--- src/design/dsmef_pkg.sv ---
// Shared types and constants for the dual sensor median and EMA filter.
package dsmef_pkg;

  localparam int VALUE_W = 16;
  localparam int OFS_W   = 11;
  localparam int TIME_W  = 32;
  localparam int NCHAN   = 4;
  localparam int IDX_W   = $clog2(NCHAN);

  // EMA weights: alpha = 77/256, rounding constant half an LSB
  localparam int ACC_W = VALUE_W + 10;
  localparam logic signed [ACC_W-1:0] EMA_NEW = ACC_W'(77);
  localparam logic signed [ACC_W-1:0] EMA_OLD = ACC_W'(179);
  localparam logic signed [ACC_W-1:0] EMA_RND = ACC_W'(128);

  // configuration register indexes
  localparam logic [IDX_W-1:0] REG_BOTTOM_TEMP_OFS = IDX_W'(0);
  localparam logic [IDX_W-1:0] REG_BOTTOM_HUM_OFS  = IDX_W'(1);
  localparam logic [IDX_W-1:0] REG_TOP_TEMP_OFS    = IDX_W'(2);
  localparam logic [IDX_W-1:0] REG_TOP_HUM_OFS     = IDX_W'(3);

  // mode codes
  localparam logic MODE_BEGIN  = 1'b0;
  localparam logic MODE_UPDATE = 1'b1;

  // control source codes
  localparam logic [1:0] SRC_NONE   = 2'd0;
  localparam logic [1:0] SRC_BOTTOM = 2'd1;
  localparam logic [1:0] SRC_TOP    = 2'd2;

  typedef struct packed {
    logic                      mode;
    logic [TIME_W-1:0]         now_ms;
    logic                      bottom_ok;
    logic signed [VALUE_W-1:0] bottom_temp;
    logic signed [VALUE_W-1:0] bottom_humidity;
    logic                      top_ok;
    logic signed [VALUE_W-1:0] top_temp;
    logic signed [VALUE_W-1:0] top_humidity;
  } req_t;

  typedef struct packed {
    logic signed [VALUE_W-1:0] bottom_temp_smooth;
    logic signed [VALUE_W-1:0] bottom_humidity_smooth;
    logic                      bottom_valid;
    logic signed [VALUE_W-1:0] top_temp_smooth;
    logic signed [VALUE_W-1:0] top_humidity_smooth;
    logic                      top_valid;
    logic [1:0]                control_source;
    logic [TIME_W-1:0]         invalid_duration_ms;
  } res_t;

  // per-channel control for one request
  typedef struct packed {
    logic commit;   // request is processed this cycle
    logic start;    // begin mode: clear everything
    logic ok;       // sensor reading valid
  } chan_ctl_t;

endpackage

--- src/design/dsmef_chan.sv ---
// One filter channel: offset with saturation, median-of-3 window, EMA.
module dsmef_chan (
  input  logic                               clk,
  input  logic                               rst,
  input  dsmef_pkg::chan_ctl_t               ctl,
  input  logic signed [dsmef_pkg::VALUE_W-1:0] sample,
  input  logic signed [dsmef_pkg::OFS_W-1:0]   offset,
  output logic signed [dsmef_pkg::VALUE_W-1:0] smooth
);
  import dsmef_pkg::*;

  localparam logic signed [VALUE_W-1:0] VMAX = {1'b0, {(VALUE_W-1){1'b1}}};
  localparam logic signed [VALUE_W-1:0] VMIN = {1'b1, {(VALUE_W-1){1'b0}}};

  logic signed [VALUE_W-1:0] win [3];
  logic [1:0]                wpos, wpos_next;
  logic [1:0]                fill, fill_next;
  logic                      started, started_next;
  logic signed [VALUE_W-1:0] avg, avg_next;

  logic signed [VALUE_W:0]   sum;
  logic signed [VALUE_W-1:0] v;
  logic signed [VALUE_W-1:0] e0, e1, e2, mid, med, ema;
  logic signed [ACC_W-1:0]   acc;

  function automatic logic signed [VALUE_W-1:0] mid3(
    input logic signed [VALUE_W-1:0] a,
    input logic signed [VALUE_W-1:0] b,
    input logic signed [VALUE_W-1:0] c
  );
    logic signed [VALUE_W-1:0] lo, hi, t;
    lo = (a < b) ? a : b;
    hi = (a < b) ? b : a;
    t  = (hi < c) ? hi : c;
    return (lo > t) ? lo : t;
  endfunction

  always_comb begin
    sum = {sample[VALUE_W-1], sample} +
          {{(VALUE_W+1-OFS_W){offset[OFS_W-1]}}, offset};
    if (sum[VALUE_W] != sum[VALUE_W-1]) begin
      v = sum[VALUE_W] ? VMIN : VMAX;
    end else begin
      v = sum[VALUE_W-1:0];
    end
    // window as it stands after the new sample is written
    e0 = (wpos == 2'd0) ? v : win[0];
    e1 = (wpos == 2'd1) ? v : win[1];
    e2 = (wpos == 2'd2) ? v : win[2];
    mid = mid3(e0, e1, e2);
    med = (fill < 2'd2) ? v : mid;
    acc = EMA_NEW * ACC_W'(med) + EMA_OLD * ACC_W'(avg) + EMA_RND;
    ema = acc[VALUE_W+7:8];
  end

  always_comb begin
    wpos_next    = wpos;
    fill_next    = fill;
    started_next = started;
    avg_next     = avg;
    if (ctl.start) begin
      wpos_next    = 2'd0;
      fill_next    = 2'd0;
      started_next = 1'b0;
      avg_next     = '0;
    end else if (!ctl.ok) begin
      wpos_next    = 2'd0;
      fill_next    = 2'd0;
      started_next = 1'b0;
    end else begin
      wpos_next    = (wpos == 2'd2) ? 2'd0 : wpos + 2'd1;
      fill_next    = (fill == 2'd3) ? fill : fill + 2'd1;
      started_next = 1'b1;
      avg_next     = started ? ema : med;
    end
  end

  assign smooth = avg_next;

  always_ff @(posedge clk) begin
    if (rst) begin
      wpos    <= 2'd0;
      fill    <= 2'd0;
      started <= 1'b0;
      avg     <= '0;
    end else if (ctl.commit) begin
      wpos    <= wpos_next;
      fill    <= fill_next;
      started <= started_next;
      avg     <= avg_next;
    end
  end

  // sample store, no reset: only entries written since the last clear are read
  always_ff @(posedge clk) begin
    if (ctl.commit && !ctl.start && ctl.ok) begin
      case (wpos)
        2'd0:    win[0] <= v;
        2'd1:    win[1] <= v;
        2'd2:    win[2] <= v;
        default: win[0] <= win[0];
      endcase
    end
  end

endmodule

--- src/design/dual_sensor_median_ema_filter.sv ---
// Top level of the dual sensor median-of-3 and EMA filter.
//
//  port group    direction  handshake           payload
//  in_*          request    in_valid/in_stall   in_data  (req_t)
//  out_*         result     out_valid/out_stall out_data (res_t)
//  cfg_*         write      cfg_we              cfg_index, cfg_data
//
// One request per cycle sustained while out_stall is low; a taken request passes
// through the input register, then the result register. All filter work for a request
// sits between those two registers. Synchronous reset clears the handshake and
// filter state; offsets reset to zero. A stalled result holds and the input
// register still takes one more request before in_stall rises.
module dual_sensor_median_ema_filter (
  input  logic                                 clk,
  input  logic                                 rst,
  input  logic                                 in_valid,
  output logic                                 in_stall,
  input  dsmef_pkg::req_t                      in_data,
  output logic                                 out_valid,
  input  logic                                 out_stall,
  output dsmef_pkg::res_t                      out_data,
  input  logic                                 cfg_we,
  input  logic [dsmef_pkg::IDX_W-1:0]          cfg_index,
  input  logic signed [dsmef_pkg::OFS_W-1:0]   cfg_data
);
  import dsmef_pkg::*;

  logic signed [OFS_W-1:0] ofs [NCHAN];

  req_t              req;
  logic              req_full;
  logic              move;
  logic              start;
  logic [1:0]        vflag_next;
  logic [TIME_W-1:0] last_valid, last_valid_next;
  logic              any_next;
  chan_ctl_t         ctl_bottom, ctl_top;
  logic signed [VALUE_W-1:0] sm_bt, sm_bh, sm_tt, sm_th;
  res_t              res_next;

  // offsets
  always_ff @(posedge clk) begin
    if (rst) begin
      for (int i = 0; i < NCHAN; i++) ofs[i] <= '0;
    end else if (cfg_we) begin
      case (cfg_index)
        REG_BOTTOM_TEMP_OFS: ofs[0] <= cfg_data;
        REG_BOTTOM_HUM_OFS:  ofs[1] <= cfg_data;
        REG_TOP_TEMP_OFS:    ofs[2] <= cfg_data;
        REG_TOP_HUM_OFS:     ofs[3] <= cfg_data;
        default:             ofs[0] <= ofs[0];
      endcase
    end
  end

  // handshake
  assign move     = req_full && (!out_valid || !out_stall);
  assign in_stall = req_full && !move;

  always_ff @(posedge clk) begin
    if (rst) begin
      req_full <= 1'b0;
    end else if (in_valid && !in_stall) begin
      req_full <= 1'b1;
    end else if (move) begin
      req_full <= 1'b0;
    end
  end

  always_ff @(posedge clk) begin
    if (in_valid && !in_stall) begin
      req <= in_data;
    end
  end

  assign start = (req.mode == MODE_BEGIN);

  assign ctl_bottom = '{commit: move, start: start, ok: req.bottom_ok};
  assign ctl_top    = '{commit: move, start: start, ok: req.top_ok};

  dsmef_chan u_bt (.clk, .rst, .ctl(ctl_bottom), .sample(req.bottom_temp),
                   .offset(ofs[0]), .smooth(sm_bt));
  dsmef_chan u_bh (.clk, .rst, .ctl(ctl_bottom), .sample(req.bottom_humidity),
                   .offset(ofs[1]), .smooth(sm_bh));
  dsmef_chan u_tt (.clk, .rst, .ctl(ctl_top), .sample(req.top_temp),
                   .offset(ofs[2]), .smooth(sm_tt));
  dsmef_chan u_th (.clk, .rst, .ctl(ctl_top), .sample(req.top_humidity),
                   .offset(ofs[3]), .smooth(sm_th));

  always_comb begin
    vflag_next      = start ? 2'b00 : {req.top_ok, req.bottom_ok};
    any_next        = |vflag_next;
    last_valid_next = (start || any_next) ? req.now_ms : last_valid;

    res_next.bottom_temp_smooth     = sm_bt;
    res_next.bottom_humidity_smooth = sm_bh;
    res_next.bottom_valid           = vflag_next[0];
    res_next.top_temp_smooth        = sm_tt;
    res_next.top_humidity_smooth    = sm_th;
    res_next.top_valid              = vflag_next[1];
    if (vflag_next[0]) begin
      res_next.control_source = SRC_BOTTOM;
    end else if (vflag_next[1]) begin
      res_next.control_source = SRC_TOP;
    end else begin
      res_next.control_source = SRC_NONE;
    end
    res_next.invalid_duration_ms = any_next ? '0 : req.now_ms - last_valid_next;
  end

  always_ff @(posedge clk) begin
    if (rst) begin
      last_valid <= '0;
    end else if (move) begin
      last_valid <= last_valid_next;
    end
  end

  always_ff @(posedge clk) begin
    if (rst) begin
      out_valid <= 1'b0;
    end else if (move) begin
      out_valid <= 1'b1;
    end else if (!out_stall) begin
      out_valid <= 1'b0;
    end
  end

  always_ff @(posedge clk) begin
    if (move) begin
      out_data <= res_next;
    end
  end

  // bottom drives control exactly when it is valid
  a_src_bottom: assert property (@(posedge clk) disable iff (rst)
    out_valid |-> ((out_data.control_source == SRC_BOTTOM) == out_data.bottom_valid))
    else $error("control source disagrees with bottom valid");

  // duration is zero whenever a sensor is valid
  a_dur_zero: assert property (@(posedge clk) disable iff (rst)
    out_valid && (out_data.bottom_valid || out_data.top_valid)
      |-> (out_data.invalid_duration_ms == '0))
    else $error("nonzero invalid duration with a valid sensor");

  // a processed request always lands in the result register
  a_move_out: assert property (@(posedge clk) disable iff (rst)
    move |=> out_valid)
    else $error("processed request lost");

  // stall only while the input register holds a request
  a_stall_full: assert property (@(posedge clk) disable iff (rst)
    in_stall |-> req_full)
    else $error("stall without a held request");

endmodule

--- config.mk ---
export PLATFORM = sky130hd
export DESIGN_NAME = dual_sensor_median_ema_filter
export DESIGN_NICKNAME = d
export VERILOG_FILES = /design/src/design/dsmef_pkg.sv /design/src/design/dsmef_chan.sv /design/src/design/dual_sensor_median_ema_filter.sv
export SDC_FILE = /design/constraint.sdc
export NUM_CORES = 2
export LEC_CHECK = 0
export BUFFER_PORTS_ARGS = -buffer_cell sky130_fd_sc_hd__buf_2
export CAP_MARGIN = 25
export CORE_MARGIN = 2
export CORE_UTILIZATION = 36
export CTS_CLUSTER_DIAMETER = 150
export DETAILED_ROUTE_END_ITERATION = 8
export SYNTH_ARGS = -nofsm -noshare
export SYNTH_HDL_FRONTEND = slang
export SYNTH_SLANG_ARGS = --single-unit
--- constraint.sdc ---
create_clock -name clk -period 46.5 [get_ports clk]
set_input_delay 0 -clock clk [delete_from_list [all_inputs] [get_ports clk]]
set_output_delay 0 -clock clk [all_outputs]
set_load 0.01 [all_outputs]
==> results.toml <==
[clock_tree]
cts-root-buf = "clkbuf_16"
cts_tree = "built"
clkLatencyLatePin_ps = 680
clk_path_buf_depth = 3
cts-buffers-inserted = 73
cts_sinks = 551
postCtsSetupRepairBufs = 0
cts_max_level = 3
clk_pin_slew_ps = 60

[synthesis]
synth_compound_area_share_pct = 14.6
yosysTopAreaCellShare_pct = 23.5
synth_simple_gate_area_share_pct = 9.61
synth_xor_area_share_pct = 2.17
syn_avg_cell_area_um2 = 9.46
synth_nets = 7206
synth_cell_types = 97
synth_fa_ha_area_share_pct = 33.0
synth-seq-area-share_pct = 27.7
ys_async_sr_fraction_pct = 0
yosys_warnings = 0
syn_inst = 5877
synth-edff-count = 435
syn_area_um2 = 55600
synthTopCellsByArea = "edfxtp_1, ha_1, fa_1, inv_1, dfxtp_1"
synth_flop_cell = "edfxtp_1"
ys_ff_latch = 551
yosysTopAreaCell = "edfxtp_1"
synth_top_family_by_area = "adder cells"
muxShareOfSynthArea_pct = 3.97

[layout]
fillers = 14900
final_common_cell = "inv_1"
areaGrowthSynthToFinish_pct = 13.7
drive_above_1_share_pct = 8.11
register_area_um2 = 15400
final_cell_mix = "inv_1, ha_1, nor2_1"
multiInputGateArea_um2 = 35300
nets = 7559

[run_status]
status = "complete, no violations"

[hold_path]
hold_path_class = "input pin to register"

[grt]
track_usage_pct = 20.3
grt_pass1_vias = 44000
grt_pass1_wl_mm = 250
antenna_found_initial = 5
gr-total-overflow = 0
grt_max_degree = 73

[sta]
final-max-slew-violation-count = 0
min_period_ps = 19440
fin_crit_sh_pct = 41.8
setup_viol = 0
max_slew_margin_pct = 27.6
fmax_mhz = 51.4
hold_violations = 0
rsz0062_at_grt = "no"
fin_skew_ps = 28.7
fin_tns_setup_ps = 0
worstMarginPinSlew_ps = 1080

[routing]
vias_per_cell = 5.13
post-route-drc-count = 0
wl_mm = 159
drt-pass1-iter-count = 5
via_count = 42800
drtIter0Drc = 2608
antenna_left = 0
post_drt_wl_per_cell_um = 19.1

[placement]
place.gp.congestion = 0.936
dp_hpwl_mm = 125
port_buffers = 218

[floorplan]
start_util_pct = 36.2
dieArea_um2 = 158000
die_w_um = 397
io_pins = 219
row_count = 144
die_y_um = 397
coreArea_um2 = 154000

[worst_setup_path]
slowest_delay_ps = 800
slowest_stage = "o22ai_2"
cpMostUsedCell = "a21oi_1"
worstSetupPathType = "register to register"
crit_arrival_ps = 19850
end_kind = "register"
path_max_fanout = 27
crit_path_start_kind = "register"
required_ps = 46900

[job]
max_cap_viol_count = 0
state kept, by name, indices dropped and copies added, names as in the netlist, 2 cells and up:
register / cells
u_bh.wpos: 2
last_valid: 32
req: 97
u_th.avg: 16
u_th.fill: 2
u_bh.avg: 16
u_th.wpos: 2
u_bt.win: 48
u_tt.avg: 16
u_th.win: 48
u_bt.wpos: 2
u_tt.wpos: 2
u_bt.fill: 2
u_bh.fill: 2
u_bt.avg: 16
ofs: 44
u_tt.fill: 2
u_bh.win: 48
out_data: 100
u_tt.win: 48
Yosys cell counts, types with 9 or more instances:
cell,number
nor2_1,498
a31oi_1,32
and2_1,64
o31ai_1,21
o211ai_1,44
mux2_2,21
a22oi_1,19
o21ai_0,257
clkbuf_1,156
fa_1,425
dfxtp_1,116
nor3b_1,9
buf_1,19
ha_1,787
or3_1,22
a31o_2,13
o21bai_1,28
a2bb2oi_1,11
nand2_1,272
o21a_1,46
nand3_1,61
a2111oi_0,14
nor2b_1,32
xor2_1,49
xnor2_1,89
or2_2,12
nand2b_1,30
inv_1,1136
nand4_1,50
a21oi_1,433
and3_1,16
nand3b_1,11
a211oi_1,82
mux2i_1,196
o21ai_1,13
edfxtp_1,435
o2111ai_1,11
nor3_1,68
a211o_1,21
a21o_1,104
through the flow:
stage | worst slack [ps] | cells | hold slack, ps | util (%) | cell area, µm²
2_1_floorplan | 30390 | 5877 | 98.9 | - | 55600
3_3_place_gp | 27690 | 8040 | 178 | 38.5 | 59200
3_5_place_dp | 27280 | 8047 | 178 | 38.6 | 59300
4_1_cts | 27160 | 8331 | 0.871 | 41.1 | 63200
5_1_grt | 25440 | 8332 | 44.5 | 41.1 | 63200
6_report | 27060 | 8336 | 51.7 | 41.1 | 63200
layer usage:
metal  routed length [µm]  GRT usage (%)  vias up  share of wire, %
met2                77000           35.0      973                48
met4                 3830           5.58        0               2.4
met1                71100           26.7    20900                45
met5                    0              0        -                 0
met3                 7630           2.41      191               4.8
li1                     -              -    20800                 -
timing repair:
item | 4_1_cts | 5_1_grt
hold buffers | 152 | 0
resized for setup | 0 | 0
hold endpoints to repair | 206 | 0
final cells by class:
| class | count | area share [%] |
|---|---|---|
| clock buffers | 91 | 3.08 |
| inverters | 1142 | 6.79 |
| diodes | 5 | 0.0198 |
| repair buffers | 460 | 5.23 |
| multi-input cells | 4002 | 55.8 |
| flip-flops and latches | 551 | 24.3 |
| clock inverters | 41 | 0.677 |
| well taps | 2044 | 4.05 |
logic make-up (layout without fill, tap and decap cells):
| family | after synthesis | after routing |
|---|---|---|
| multiplexers | 218 | 218 |
| AND/OR/NAND/NOR | 1173 | 1173 |
| other | 0 | 5 |
| adder cells (fa/ha/maj) | 1212 | 1212 |
| buffers and inverters | 1324 | 1734 |
| flip-flops | 551 | 551 |
| AO/OA/AOI/OAI | 1261 | 1261 |
| XOR/XNOR | 138 | 138 |
worst max-delay path: cells and delay by family, from the launching register on:
kind / cells / cell delay (ps)
AOI/OAI and AO/OA: 35 / 8920
adders and majority gates: 12 / 5010
buffers and inverters: 10 / 2520
and+or+nand+nor: 12 / 1830
DFF: 1 / 420
xor gates and xnor gates: 2 / 240
muxes: 1 / 200
worst paths after layout:
kind | startpoint | endpoint | slack (ps) | depth (start not counted)
worst min-delay path | in_data[12] | req[12] | 50 | 2
worst max register to register | req[1] | out_data[50] | 27060 | 72
worst min register to register | last_valid[31] | last_valid[31] | 490 | 2
worst max-delay path | req[1] | out_data[50] | 27060 | 72
Power is left out: the tool's default activity adds up to more than one toggle a clock period on the data nets, which glitch-free logic cannot reach.
